--- src/rtl/pva_pkg.sv ---
package pva_pkg;

   // voice and key store sizes
   localparam int VOICES = 16;
   localparam int KEYS   = 128;

   localparam int VOICE_W = (VOICES > 1) ? $clog2(VOICES) : 1;
   localparam int KEY_W   = (KEYS > 1) ? $clog2(KEYS) : 1;

   // fixed field widths
   localparam int FUNC_W   = 2;
   localparam int NOTE_W   = 8;
   localparam int FIN_W    = 4;
   localparam int STATUS_W = 3;
   localparam int AV_W     = 5;

   // wide enough for the voice count and the active_voices register
   localparam int VCNT_W = ($clog2(VOICES + 1) > AV_W) ? $clog2(VOICES + 1) : AV_W;

   // csr port
   localparam int PADDR_W = 3;
   localparam int PDATA_W = 32;
   localparam int REG_IDX_W = PADDR_W - 2;
   localparam logic [REG_IDX_W-1:0] REG_ACTIVE_VOICES = REG_IDX_W'(0);
   localparam logic [AV_W-1:0]      AV_RESET          = AV_W'(16);

   // request functions
   localparam logic [FUNC_W-1:0] FUNC_NOTE_ON  = 2'd0;
   localparam logic [FUNC_W-1:0] FUNC_NOTE_OFF = 2'd1;
   localparam logic [FUNC_W-1:0] FUNC_FINISH   = 2'd2;
   localparam logic [FUNC_W-1:0] FUNC_NOP      = 2'd3;

   // response status codes
   localparam logic [STATUS_W-1:0] RSP_FREE     = 3'd0;
   localparam logic [STATUS_W-1:0] RSP_STOLEN   = 3'd1;
   localparam logic [STATUS_W-1:0] RSP_RETRIG   = 3'd2;
   localparam logic [STATUS_W-1:0] RSP_RELEASED = 3'd3;
   localparam logic [STATUS_W-1:0] RSP_IGNORED  = 3'd4;
   localparam logic [STATUS_W-1:0] RSP_REJECTED = 3'd5;
   localparam logic [STATUS_W-1:0] RSP_FINISHED = 3'd6;

   typedef enum logic [1:0] {
      STAGE_FINISHED = 2'd0,
      STAGE_ACTIVE   = 2'd1,
      STAGE_RELEASE  = 2'd2
   } stage_type;

   // broadcast from the controller to every voice cell
   typedef struct packed {
      logic                 set_stage;
      logic                 set_owner;
      logic [VOICE_W-1:0]   sel;
      stage_type            stage;
      logic [KEY_W-1:0]     owner_key;
      logic                 load_token;
      logic [VOICE_W-1:0]   token_start;
      logic                 shift_token;
   } cell_cmd_type;

   // what one voice cell reports back
   typedef struct packed {
      logic             owner_valid;
      logic [KEY_W-1:0] owner_key;
      stage_type        stage;
   } cell_stat_type;

endpackage

--- src/rtl/poly_voice_allocator.sv ---
// channel   direction  handshake            word
// req       in         req_valid/req_ready  func, note, finished_voice
// rsp       out        rsp_valid/rsp_ready  voice, status, evicted_valid, evicted_key
// csr       in/out     apb, pready tied 1   active_voices at byte address 0
//
// flow: finish, reject and no-op go from idle to commit; note off and retrigger pass
// through lookup; a note-on that needs a new voice also walks the search token in scan,
// over 1 up to the active count of voices; a new word is taken only in the idle state
// reset: synchronous; key map valid bits and all voice cells clear at once
// stalls: one result register; a finished word waits in the commit state while
// the result register is still held by rsp_ready low
module poly_voice_allocator import pva_pkg::*; (
   input  logic                clock,
   input  logic                reset,

   input  logic                req_valid,
   output logic                req_ready,
   input  logic [FUNC_W-1:0]   req_func,
   input  logic [NOTE_W-1:0]   req_note,
   input  logic [FIN_W-1:0]    req_finished_voice,

   output logic                rsp_valid,
   input  logic                rsp_ready,
   output logic [VOICE_W-1:0]  rsp_voice,
   output logic [STATUS_W-1:0] rsp_status,
   output logic                rsp_evicted_valid,
   output logic [KEY_W-1:0]    rsp_evicted_key,

   input  logic                psel,
   input  logic                penable,
   input  logic                pwrite,
   input  logic [PADDR_W-1:0]  paddr,
   input  logic [PDATA_W-1:0]  pwdata,
   output logic [PDATA_W-1:0]  prdata,
   output logic                pready
);

   typedef enum logic [1:0] {
      S_IDLE,
      S_LOOKUP,
      S_SCAN,
      S_COMMIT
   } state_type;

   // what the commit step does to the voice cells and the key map
   typedef enum logic [1:0] {
      ACT_NONE,
      ACT_STAGE,
      ACT_ASSIGN
   } act_type;

   // ---------------------------------------------------------------
   // csr: active_voices
   // ---------------------------------------------------------------
   logic [AV_W-1:0]      av_ff, av_in;
   logic                 csr_write;
   logic                 csr_hit;
   logic [VCNT_W-1:0]    vcnt;

   assign csr_hit   = (paddr[PADDR_W-1:2] == REG_ACTIVE_VOICES);
   assign csr_write = psel && penable && pwrite && csr_hit;
   assign pready    = 1'b1;
   assign prdata    = csr_hit ? PDATA_W'(av_ff) : '0;

   always_comb begin
      av_in = av_ff;
      if (csr_write) begin
         av_in = pwdata[AV_W-1:0];
      end
   end

   always_ff @(posedge clock) begin
      if (reset) begin
         av_ff <= AV_RESET;
      end else begin
         av_ff <= av_in;
      end
   end

   // zero acts as one, anything above the cell count as the cell count
   always_comb begin
      if (av_ff == '0) begin
         vcnt = VCNT_W'(1);
      end else if (VCNT_W'(av_ff) > VCNT_W'(VOICES)) begin
         vcnt = VCNT_W'(VOICES);
      end else begin
         vcnt = VCNT_W'(av_ff);
      end
   end

   // ---------------------------------------------------------------
   // key map: valid bits in flops, voice index in a ram
   // ---------------------------------------------------------------
   logic [KEYS-1:0]    map_valid_ff, map_valid_in;
   logic               map_set;
   logic               map_clr;
   logic [KEY_W-1:0]   map_clr_key;
   logic [VOICE_W-1:0] map_rd_voice;
   logic [KEY_W-1:0]   map_rd_addr;
   logic [VOICE_W-1:0] rsp_voice_in_w;

   logic [FUNC_W-1:0]  func_ff, func_in;
   logic [KEY_W-1:0]   key_ff, key_in;

   assign map_rd_addr = req_note[KEY_W-1:0];

   pva_ram #(
      .WIDTH (VOICE_W),
      .DEPTH (KEYS)
   ) u_map_ram (
      .clock   (clock),
      .wr_en   (map_set),
      .wr_addr (key_ff),
      .wr_data (rsp_voice_in_w),
      .rd_addr (map_rd_addr),
      .rd_data (map_rd_voice)
   );

   always_comb begin
      map_valid_in = map_valid_ff;
      // a set of the new key wins over the eviction of the old one
      if (map_clr) begin
         map_valid_in[map_clr_key] = 1'b0;
      end
      if (map_set) begin
         map_valid_in[key_ff] = 1'b1;
      end
   end

   always_ff @(posedge clock) begin
      if (reset) begin
         map_valid_ff <= '0;
      end else begin
         map_valid_ff <= map_valid_in;
      end
   end

   // ---------------------------------------------------------------
   // chain of voice cells; the search token walks from cell to cell
   // and wraps from the last active cell back to cell zero
   // ---------------------------------------------------------------
   cell_cmd_type       cell_cmd;
   cell_stat_type      cell_stat [VOICES];
   logic [VOICES-1:0]  tok_in;
   logic [VOICES-1:0]  tok_out;
   logic [VOICES-1:0]  free_vec;
   logic [VOICE_W-1:0] last_idx;
   logic               scan_hit;

   assign last_idx = VOICE_W'(vcnt - VCNT_W'(1));

   for (genvar gi = 0; gi < VOICES; gi++) begin : g_cell
      if (gi == 0) begin : g_wrap
         assign tok_in[gi] = tok_out[last_idx];
      end else begin : g_link
         // cells past the active count never take the token
         assign tok_in[gi] = tok_out[gi-1] & (VCNT_W'(gi) < vcnt);
      end

      pva_voice_cell u_cell (
         .clock     (clock),
         .reset     (reset),
         .cell_idx  (VOICE_W'(gi)),
         .cmd       (cell_cmd),
         .token_in  (tok_in[gi]),
         .token_out (tok_out[gi]),
         .stat      (cell_stat[gi])
      );

      assign free_vec[gi] = (cell_stat[gi].stage == STAGE_FINISHED);
   end

   assign scan_hit = |(tok_out & free_vec);

   // ---------------------------------------------------------------
   // controller
   // ---------------------------------------------------------------
   state_type             state_ff, state_in;
   act_type               act_ff, act_in;
   stage_type             act_stage_ff, act_stage_in;
   logic [VOICE_W-1:0]    ptr_ff, ptr_in;
   logic [VOICE_W-1:0]    start_ff, start_in;
   logic [VCNT_W-1:0]     cnt_ff, cnt_in;
   logic [VOICE_W-1:0]    res_voice_ff, res_voice_in;
   logic [STATUS_W-1:0]   res_status_ff, res_status_in;

   logic                  rsp_valid_ff, rsp_valid_in;
   logic [VOICE_W-1:0]    rsp_voice_ff, rsp_voice_in;
   logic [STATUS_W-1:0]   rsp_status_ff, rsp_status_in;
   logic                  rsp_ev_valid_ff, rsp_ev_valid_in;
   logic [KEY_W-1:0]      rsp_ev_key_ff, rsp_ev_key_in;

   logic [VOICE_W-1:0]    ptr_next;
   logic [VOICE_W-1:0]    steal_voice;
   logic [VOICE_W-1:0]    scan_start;
   logic                  slot_free;
   cell_stat_type         owner;

   assign rsp_voice_in_w = res_voice_ff;

   // round robin step inside the active range
   assign ptr_next = ((VCNT_W'(ptr_ff) + VCNT_W'(1)) == vcnt) ?
                     '0 : ptr_ff + VOICE_W'(1);
   // every active voice busy: take the one after the search start
   assign steal_voice = ((VCNT_W'(start_ff) + VCNT_W'(1)) == vcnt) ?
                        '0 : start_ff + VOICE_W'(1);
   // pointer left beyond a lowered active count restarts at zero
   assign scan_start = (VCNT_W'(ptr_ff) < vcnt) ? ptr_ff : '0;

   assign slot_free = !rsp_valid_ff || rsp_ready;
   assign owner     = cell_stat[res_voice_ff];

   always_comb begin
      state_in      = state_ff;
      act_in        = act_ff;
      act_stage_in  = act_stage_ff;
      ptr_in        = ptr_ff;
      start_in      = start_ff;
      cnt_in        = cnt_ff;
      res_voice_in  = res_voice_ff;
      res_status_in = res_status_ff;
      func_in       = func_ff;
      key_in        = key_ff;

      rsp_valid_in    = rsp_valid_ff && !rsp_ready;
      rsp_voice_in    = rsp_voice_ff;
      rsp_status_in   = rsp_status_ff;
      rsp_ev_valid_in = rsp_ev_valid_ff;
      rsp_ev_key_in   = rsp_ev_key_ff;

      cell_cmd    = '0;
      map_set     = 1'b0;
      map_clr     = 1'b0;
      map_clr_key = owner.owner_key;

      unique case (state_ff)
         S_IDLE: begin
            if (req_valid) begin
               func_in       = req_func;
               key_in        = req_note[KEY_W-1:0];
               res_voice_in  = '0;
               res_status_in = RSP_IGNORED;
               act_in        = ACT_NONE;
               act_stage_in  = STAGE_FINISHED;
               state_in      = S_COMMIT;
               case (req_func) inside
                  FUNC_FINISH: begin
                     res_voice_in = VOICE_W'(req_finished_voice);
                     if (VCNT_W'(req_finished_voice) < vcnt) begin
                        res_status_in = RSP_FINISHED;
                        act_in        = ACT_STAGE;
                     end
                  end
                  FUNC_NOTE_ON, FUNC_NOTE_OFF: begin
                     if ({1'b0, req_note} >= (NOTE_W + 1)'(KEYS)) begin
                        res_status_in = RSP_REJECTED;
                     end else begin
                        state_in = S_LOOKUP;
                     end
                  end
                  default: begin
                     // no-op: ignored, nothing changes
                     res_status_in = RSP_IGNORED;
                  end
               endcase
            end
         end

         S_LOOKUP: begin
            // map ram data for key_ff is valid in this cycle
            if (map_valid_ff[key_ff]) begin
               res_voice_in = map_rd_voice;
               act_in       = ACT_STAGE;
               state_in     = S_COMMIT;
               if (func_ff == FUNC_NOTE_ON) begin
                  res_status_in = RSP_RETRIG;
                  act_stage_in  = STAGE_ACTIVE;
               end else begin
                  res_status_in = RSP_RELEASED;
                  act_stage_in  = STAGE_RELEASE;
               end
            end else if (func_ff == FUNC_NOTE_OFF) begin
               state_in = S_COMMIT;
            end else begin
               cell_cmd.load_token  = 1'b1;
               cell_cmd.token_start = scan_start;
               ptr_in               = scan_start;
               start_in             = scan_start;
               cnt_in               = '0;
               state_in             = S_SCAN;
            end
         end

         S_SCAN: begin
            if (scan_hit) begin
               res_voice_in  = ptr_ff;
               res_status_in = RSP_FREE;
               act_in        = ACT_ASSIGN;
               state_in      = S_COMMIT;
            end else if (cnt_ff == vcnt - VCNT_W'(1)) begin
               res_voice_in  = steal_voice;
               res_status_in = RSP_STOLEN;
               act_in        = ACT_ASSIGN;
               state_in      = S_COMMIT;
            end else begin
               cell_cmd.shift_token = 1'b1;
               ptr_in               = ptr_next;
               cnt_in               = cnt_ff + VCNT_W'(1);
            end
         end

         S_COMMIT: begin
            if (slot_free) begin
               rsp_valid_in    = 1'b1;
               rsp_voice_in    = res_voice_ff;
               rsp_status_in   = res_status_ff;
               rsp_ev_valid_in = 1'b0;
               rsp_ev_key_in   = '0;
               cell_cmd.sel    = res_voice_ff;
               case (act_ff)
                  ACT_STAGE: begin
                     cell_cmd.set_stage = 1'b1;
                     cell_cmd.stage     = act_stage_ff;
                  end
                  ACT_ASSIGN: begin
                     // evict the key the chosen voice held before
                     if (owner.owner_valid) begin
                        map_clr         = 1'b1;
                        rsp_ev_valid_in = 1'b1;
                        rsp_ev_key_in   = owner.owner_key;
                     end
                     map_set            = 1'b1;
                     cell_cmd.set_stage = 1'b1;
                     cell_cmd.stage     = STAGE_ACTIVE;
                     cell_cmd.set_owner = 1'b1;
                     cell_cmd.owner_key = key_ff;
                     ptr_in             = res_voice_ff;
                  end
                  default: begin
                     cell_cmd.set_stage = 1'b0;
                  end
               endcase
               state_in = S_IDLE;
            end
         end
      endcase
   end

   always_ff @(posedge clock) begin
      if (reset) begin
         state_ff     <= S_IDLE;
         ptr_ff       <= '0;
         rsp_valid_ff <= 1'b0;
      end else begin
         state_ff     <= state_in;
         ptr_ff       <= ptr_in;
         rsp_valid_ff <= rsp_valid_in;
      end
      act_ff          <= act_in;
      act_stage_ff    <= act_stage_in;
      start_ff        <= start_in;
      cnt_ff          <= cnt_in;
      res_voice_ff    <= res_voice_in;
      res_status_ff   <= res_status_in;
      func_ff         <= func_in;
      key_ff          <= key_in;
      rsp_voice_ff    <= rsp_voice_in;
      rsp_status_ff   <= rsp_status_in;
      rsp_ev_valid_ff <= rsp_ev_valid_in;
      rsp_ev_key_ff   <= rsp_ev_key_in;
   end

   assign req_ready         = (state_ff == S_IDLE);
   assign rsp_valid         = rsp_valid_ff;
   assign rsp_voice         = rsp_voice_ff;
   assign rsp_status        = rsp_status_ff;
   assign rsp_evicted_valid = rsp_ev_valid_ff;
   assign rsp_evicted_key   = rsp_ev_key_ff;

endmodule

--- src/rtl/pva_ram.sv ---
module pva_ram #(
   parameter int WIDTH = 8,
   parameter int DEPTH = 16
) (
   input  logic                     clock,
   input  logic                     wr_en,
   input  logic [$clog2(DEPTH)-1:0] wr_addr,
   input  logic [WIDTH-1:0]         wr_data,
   input  logic [$clog2(DEPTH)-1:0] rd_addr,
   output logic [WIDTH-1:0]         rd_data
);

   logic [WIDTH-1:0] mem_ff [DEPTH];
   logic [WIDTH-1:0] rd_data_ff;

   always_ff @(posedge clock) begin
      if (wr_en) begin
         mem_ff[wr_addr] <= wr_data;
      end
      rd_data_ff <= mem_ff[rd_addr];
   end

   assign rd_data = rd_data_ff;

endmodule

--- src/rtl/pva_voice_cell.sv ---
module pva_voice_cell import pva_pkg::*; (
   input  logic               clock,
   input  logic               reset,
   input  logic [VOICE_W-1:0] cell_idx,
   input  cell_cmd_type       cmd,
   input  logic               token_in,
   output logic               token_out,
   output cell_stat_type      stat
);

   stage_type        stage_ff, stage_in;
   logic             owner_valid_ff, owner_valid_in;
   logic [KEY_W-1:0] owner_key_ff, owner_key_in;
   logic             token_ff, token_in_nx;
   logic             hit;

   assign hit = (cmd.sel == cell_idx);

   always_comb begin
      stage_in       = stage_ff;
      owner_valid_in = owner_valid_ff;
      owner_key_in   = owner_key_ff;
      token_in_nx    = token_ff;
      if (cmd.set_stage && hit) begin
         stage_in = cmd.stage;
      end
      if (cmd.set_owner && hit) begin
         owner_valid_in = 1'b1;
         owner_key_in   = cmd.owner_key;
      end
      // search token enters at the start voice, then walks to the neighbor
      if (cmd.load_token) begin
         token_in_nx = (cmd.token_start == cell_idx);
      end else if (cmd.shift_token) begin
         token_in_nx = token_in;
      end
   end

   always_ff @(posedge clock) begin
      if (reset) begin
         stage_ff       <= STAGE_FINISHED;
         owner_valid_ff <= 1'b0;
         token_ff       <= 1'b0;
      end else begin
         stage_ff       <= stage_in;
         owner_valid_ff <= owner_valid_in;
         token_ff       <= token_in_nx;
      end
      owner_key_ff <= owner_key_in;
   end

   assign token_out        = token_ff;
   assign stat.owner_valid = owner_valid_ff;
   assign stat.owner_key   = owner_key_ff;
   assign stat.stage       = stage_ff;

endmodule
--- config.mk ---
export PLATFORM = sky130hd
export DESIGN_NAME = poly_voice_allocator
export DESIGN_NICKNAME = d
export VERILOG_FILES = /design/src/rtl/pva_pkg.sv /design/src/rtl/poly_voice_allocator.sv /design/src/rtl/pva_ram.sv /design/src/rtl/pva_voice_cell.sv
export SDC_FILE = /design/constraint.sdc
export NUM_CORES = 1
export LEC_CHECK = 0
export ABC_AREA = 1
export BUFFER_PORTS_ARGS = -buffer_cell sky130_fd_sc_hd__buf_2
export CAP_MARGIN = 20
export CORE_MARGIN = 5
export CORE_UTILIZATION = 35
export DETAILED_ROUTE_END_ITERATION = 10
export SKIP_CTS_REPAIR_TIMING = 1
export SLEW_MARGIN = 20
export SYNTH_ARGS = -nofsm -noshare
export SYNTH_HDL_FRONTEND = slang
export SYNTH_SLANG_ARGS = --single-unit
--- constraint.sdc ---
create_clock -name clock -period 4.5 [get_ports clock]
set_input_delay 0.675 -clock clock [delete_from_list [all_inputs] [get_ports clock]]
set_output_delay 0.675 -clock clock [all_outputs]
set_load 0.03 [all_outputs]
Word level (Yosys, flattened, before mapping)
Memories as Yosys holds them, arrays and structs flattened. A register that Yosys moved wholly into a read port is not among the register bits.
Index checks and enable logic that the tools add are counted.
{"block": "totals", "output_inout_bits": 50, "in_bits": 56, "ramBits": 512, "elab_cells": 388, "reg_bits": 360, "mem_count": 1}
{"block": "op_classes", "n_addsub": 6, "mux": 122, "n_reduce_logical": 80, "n_eq_ne": 50, "order_cmp": 25, "bitwise_logic": 23}
{"name": "u_map_ram.mem_ff", "words": 128, "word_bits": 4, "read_ports": 1, "rd_ports_with_merged_regs": 1, "write_ports": 1, "line_no": "pva_ram.sv:13", "text": "logic [WIDTH-1:0] mem_ff [DEPTH];"}
{"cell": "$mux W128", "count": 2}
{"cell": "$and A128 B128 Y128", "count": 1}
{"cell": "$not A128 Y128", "count": 1}
{"cell": "$or A128 B128 Y128", "count": 1}
{"cell": "$eq A4 B4 Y1 const B", "count": 16}
{"cell": "$mux W1", "count": 57}
{"cell": "$mux W4", "count": 14}
{"cell": "$mux W5", "count": 10}
{"cell": "$bmux W10 S4", "count": 1}
{"cell": "$lt A4 B5 Y1 const A", "count": 8}
{"cell": "$logic_and A1 B1 Y1", "count": 38}
{"cell": "$logic_not A2 Y1", "count": 19}
{"cell": "$eq A4 B3 Y1 const B", "count": 8}
{"cell": "$mux W2", "count": 16}
{"cell": "$mux W15", "count": 2}
{"cell": "$pmux W4 S3", "count": 2}
{"cell": "$lt A3 B5 Y1 const A", "count": 4}
{"cell": "$mux W10", "count": 2}
{"cell": "$and A16 B16 Y16", "count": 1}
{"cell": "$eq A4 B2 Y1 const B", "count": 4}
{"cell": "$lt A7 B8 Y1 const B", "count": 2}
{"cell": "$ne A2 B2 Y1 const B", "count": 8}
{"cell": "$reduce_or A16 Y1", "count": 1}
{"cell": "$and A1 B1 Y1", "count": 15}
{"cell": "other kinds (41)", "count": 73}

Logic depth before layout (Yosys ltp)
{"block": "depth", "depth_word": 13, "ltp_mapped": 19, "ltp_nobuf": 18}

Cells and area by module
From an unflattened synthesis, not the netlist that was laid out.
{"block": "unflattened", "hier_cells": 4641, "hier_area_um2": 41629.9}
{"module": "pva_ram", "area_each_um2": 21495.6, "cells_each": 1886, "seq_area_each_um2": 15454.8, "n_inst": 1}
{"module": "poly_voice_allocator", "area_each_um2": 11526.1, "cells_each": 1731, "seq_area_each_um2": 4093.9, "n_inst": 1}
{"module": "pva_voice_cell", "area_each_um2": 538.0, "cells_each": 64, "seq_area_each_um2": 290.3, "n_inst": 16}

Worst setup path before layout
No wires, ideal clock.
{"block": "synth_timing", "path_kind": "register to register", "start": "register res_voice_ff[2]", "end": "register g_cell[15].u_cell.owner_key_ff[0], enable pin", "stages_incl_launch_ff": 11, "path_slack_ps": 504, "setup_ps": 367, "period_less_slack_ps": 3996, "path_buffers": 2, "t_required_ps": 4133, "t_arrival_ps": 3629, "path_cell_list": "edfxtp_1 buf_2 clkinv_1 clkbuf_1 nor2_1 inv_1 nor2_1 inv_1 nor2_1 inv_1 nor2_1"}
{"block": "synth_via", "elab_chain_cells": 4}
{"item": "start: declaration", "line_no": "poly_voice_allocator.sv:184", "text": "logic [VOICE_W-1:0] res_voice_ff, res_voice_in;"}
{"item": "start signal: assignment", "line_no": "poly_voice_allocator.sv:363", "text": "res_voice_ff <= res_voice_in;"}
{"item": "$mux W15", "line_no": "poly_voice_allocator.sv:313", "text": "if (slot_free) begin"}
{"item": "$mux W15", "line_no": "poly_voice_allocator.sv:236", "text": "unique case (state_ff)"}
{"item": "$eq A4 B4 Y1", "line_no": "pva_voice_cell.sv:17", "text": "assign hit = (cmd.sel == cell_idx);"}
{"item": "$logic_and A1 B1 Y1", "line_no": "pva_voice_cell.sv:27", "text": "if (cmd.set_owner && hit) begin"}
{"item": "end signal: assignment", "line_no": "pva_voice_cell.sv:49", "text": "owner_key_ff <= owner_key_in;"}
{"item": "end: declaration", "line_no": "pva_voice_cell.sv:13", "text": "logic [KEY_W-1:0] owner_key_ff, owner_key_in;"}
Every way passes these cells.
A chain may end at the register's enable or synchronous reset.

Worst setup path in the final report
{"block": "layout_timing", "start": "register res_voice_ff[2]", "end": "register map_valid_ff[115]"}
{"block": "layout_via", "elab_chain_cells": 13, "elab_cells_between_ends": 18, "classes_between": "2 x order compare; 11 x mux; 4 x bitwise; 1 x reduce/logical"}
{"item": "$not A4 Y5 (not written as such) *", "line_no": "poly_voice_allocator.sv:211", "text": "assign owner = cell_stat[res_voice_ff];"}
{"item": "$bmux W10 S4 *", "line_no": "poly_voice_allocator.sv:211"}
{"item": "$mux W10 (not written as such) * (2 in series)", "line_no": "poly_voice_allocator.sv:211"}
{"item": "$lt A7 B8 Y1 (not written as such) / $ge A7 B1 Y1 (equally long branches)", "line_no": "poly_voice_allocator.sv:123", "text": "map_valid_in[map_clr_key] = 1'b0;"}
{"item": "$logic_and A1 B1 Y1 (not written as such)", "line_no": "poly_voice_allocator.sv:123"}
{"item": "$mux W1 (not written as such)", "line_no": "poly_voice_allocator.sv:123"}
{"item": "$demux W1 S7", "line_no": "poly_voice_allocator.sv:123"}
{"item": "$not A128 Y128 (no line)"}
{"item": "$and A128 B128 Y128 (no line)"}
{"item": "$mux W128 *", "line_no": "poly_voice_allocator.sv:122", "text": "if (map_clr) begin"}
{"item": "$or A128 B128 Y128 (no line)"}
{"item": "$mux W128 *", "line_no": "poly_voice_allocator.sv:125", "text": "if (map_set) begin"}
{"item": "end signal: assignment", "line_no": "poly_voice_allocator.sv:134", "text": "map_valid_ff <= map_valid_in;"}
{"item": "end: declaration", "line_no": "poly_voice_allocator.sv:94", "text": "logic [KEYS-1:0] map_valid_ff, map_valid_in;"}
Every way passes the cells marked *; elsewhere a longest branch is shown, timed or not. The select of a mux whose other input is x is not followed.

==> out/qor.yml <==
status:
  outcome: "completed"
flow_run:
  maxCapViolCount: 0
drt:
  vias: 27900
  ant_nets: 0
  drt-total-wl_mm: 105.6
  wire_per_inst_microns: 19.66
  drt_pass1_iterations: 6
  drc: 0
  drtIter0Drc: 2610
  vias_per_cell: 5.194
clock_tree:
  cts_htree_levels: 3
  path_clk_slew_ns: 0.06
  cts.path.max_buffers: 3
  cts_buffers: 90
  cts_tree: "done"
  clock-sinks: 875
  worstSkewPairLatency_ns: 0.66
  clockRootBuffer: "clkbuf_16"
timing:
  hold_violations: 0
  worstMarginPinSlew_ns: 1.074
  fin_hold_ws_ns: 0.2586
  setup_viol: 0
  max_slew_margin: 0.2816
  min_period_ns: 3.566
  setup_ws_ns: 0.9337
  max_freq_ghz: 0.2804
  setup_tns_ns: 0
  min_period_over_period: 0.7925
  rsz0062_at_grt: "no"
  slew_viol_final: 0
  skew_ns: 0.02935
worst_setup_path:
  critPathArrivalTime_ns: 4.08
  crit_required_ns: 5.01
  crit_fanout: 16
  max_stage_delay_ns: 0.82
  worst_setup_path_start_kind: "flop"
  slowest_stage: "nor2_2"
  cp-end-kind: "flop"
  critical-path-top-delay-family: "simple AND/OR/NAND/NOR gates"
  crit_buf_inv: 2
  crit_chain: "clkinv_1, buf_4, o211ai_1, nand3_1, nand2_2, nand2_1, nor2_2, nand2_1, o21ai_0, a21oi_1"
  crit_top_cell: "nand2_1"
  path_class: "reg -> reg"
pwr:
  combPwrFrac: 0.207
  power.internal_uw: 15290
  peakVddDrop_v: 0.0004602
  p_per_area_mw_per_mm2: 519.1
  leakage_uw: 0.01446
  p_seq_frac: 0.439
  sw_frac_of_total: 0.3124
  clkPwrFrac: 0.354
  p_switching_uw: 6946
die:
  coreArea_sq_mm: 0.1086
  die-area_sq_mm: 0.1156
  chipWidth_microns: 340.0
  die_y_microns: 340.0
  rows: 121
  io_pins: 106
  start_util: 0.3511
cells_and_area:
  layout-drive-gt1-share: 0.08120
  final_util: 0.3947
  stdcell_count: 5371
  nFillCells: 10520
  synthToLayoutAreaGrowth_pct: 12.41
  finalNetCount: 3951
yosys:
  synth_edf_count: 667
  synthTopCellsByArea: "edfxtp_1 53%, dfxtp_1 11%, nor2_1 8.1%, o21ai_0 5.3%, inv_1 3.6%"
  synthTopCellsByCount: "826 x nor2_1, 667 x edfxtp_1, 407 x o21ai_0"
  syn_area_sq_mm: 0.03811
  postSynthAreaPerCell_sq_um: 9.794
  synthArstFlopShare: 0
  ys_types: 50
  ys.flop_type: "edfxtp_1"
  yosysTopAreaCellShare: 0.5256
  synth_top_area_cell: "edfxtp_1"
  synth_most_common_cell: "nor2_1"
  ys_warn_count: 0
  ys_ff_latch: 875
  syn_inst: 3891
  ys_seq_area_frac: 0.6348
place:
  place_inst: 5198
  port_buffers: 48
  place_congestion: 0.8595
  pre_cts_ws_ns: 1.083
  hpwl_mm: 65.73
grt:
  grt_overflow: 0
  grt_pass1_wl_mm: 159.6
  grt_pass1_vias: 26160
  gr-usage-all-layers: 0.1766
  antenna_found_initial: 3
  grt_max_degree: 163
hold_path:
  hp-class: "in -> reg"
-- layout by cell type (no fill, tap or decap), types with 8 or more instances in the layout --
master     synthesis  routed
o21a_1            10      10
o211ai_1          55      55
xor2_1            13      13
nor2_2             5       8
or2_2             11      11
edfxtp_1         667     667
clkinv_1           5      11
o22ai_1          134     134
nand2_1          333     333
o221ai_1          25      25
clkbuf_8           0      17
nand2_2            8       8
nand3_1          147     147
o21ai_1          139     139
conb_1             2      28
ha_1              19      19
dfxtp_1          208     208
o21ai_0          407     407
clkinv_2           0      14
nor2_1           826     823
clkbuf_1         151      18
buf_2             34      45
inv_1            361     359
a31oi_1           29      29
a21oi_1          175     175
clkbuf_16          0      94
buf_12             0      11
buf_4             39      45
inv_2             30      31
bufinv_16          0      10
-- kinds of logic after synthesis --
logic type | after synthesis | share of synthesized area
AND/OR/NAND/NOR | 1361 | 0.1441
AO/OA/AOI/OAI | 983 | 0.1420
flip-flops | 875 | 0.6348
buffers and inverters | 633 | 0.06845
adder cells (fa/ha/maj) | 19 | 0.006238
XOR/XNOR | 18 | 0.004137
other | 2 | 0.0001971
-- flip-flops by register name, summed over array words and instances (netlist names), 3 cells and up --
name,cells
u_map_ram.mem_ff,512
u_map_ram.rd_data,4
g_cell.u_cell.owner_valid_ff,16
av_ff,5
rsp_evicted_key,7
g_cell.u_cell.token_out,16
rsp_status,3
cnt_ff,5
key_ff,7
rsp_voice,4
g_cell.u_cell.stage_ff,32
start_ff,4
ptr_ff,4
res_voice_ff,4
map_valid_ff,128
g_cell.u_cell.owner_key_ff,112
-- power by group through the flow --
stage / clock network, uW / logic [uW] / registers, uW
2_1_floorplan: 0 / 2720 / 10300
3_5_place_dp: 0 / 4560 / 9930
4_1_cts: 7990 / 4570 / 9760
5_1_grt: 8330 / 5030 / 9780
6_report: 7870 / 4600 / 9760
3_3_place_gp: 0 / 4520 / 9930
-- path summary, 6_finish.rpt --
path | startpoint | to | slack [ns] | depth (start not counted)
max | res_voice_ff[2] | map_valid_ff[115] | 0.93 | 10
min | pwdata[4] | av_ff[4] | 0.26 | 3
max reg2reg | res_voice_ff[2] | map_valid_ff[115] | 0.93 | 10
min reg2reg | res_status_ff[0] | rsp_status[0] | 0.41 | 0
-- metal layers --
metal | vias up | track usage | part of all wire
li1 | 13290 | - | -
met1 | 13420 | 0.2489 | 0.44
met2 | 1004 | 0.2801 | 0.46
met3 | 184 | 0.02969 | 0.071
met4 | 0 | 0.05501 | 0.030
met5 | - | 0 | 0
-- per-stage QoR --
| step | cell area [sq um] | total power, uW |
|---|---|---|
| 2_1_floorplan | 38210 | 13000 |
| 3_3_place_gp | 39670 | 14450 |
| 3_5_place_dp | 39670 | 14500 |
| 4_1_cts | 42830 | 22330 |
| 5_1_grt | 42830 | 23140 |
| 6_report | 42840 | 22240 |
-- cell type report --
cell class,instances,area (sq um),area share
Tap cell,1414,1769,0.04130
Sequential cell,875,24190,0.5647
Timing Repair Buffer,102,794.5,0.01855
Inverter,398,1505,0.03513
Antenna cell,4,10.01,0.0002336
Clock buffer,129,2654,0.06195
Multi-Input combinational cell,2409,11410,0.2664
Clock inverter,40,501.7,0.01171
-- tightest hold or removal path, delay by kind of cell --
family | cells | cell delay, ns
buf+inv | 1 | 0.07
compound gates | 1 | 0.07
simple gates | 1 | 0.04
Power figures use the tool's default switching activity.
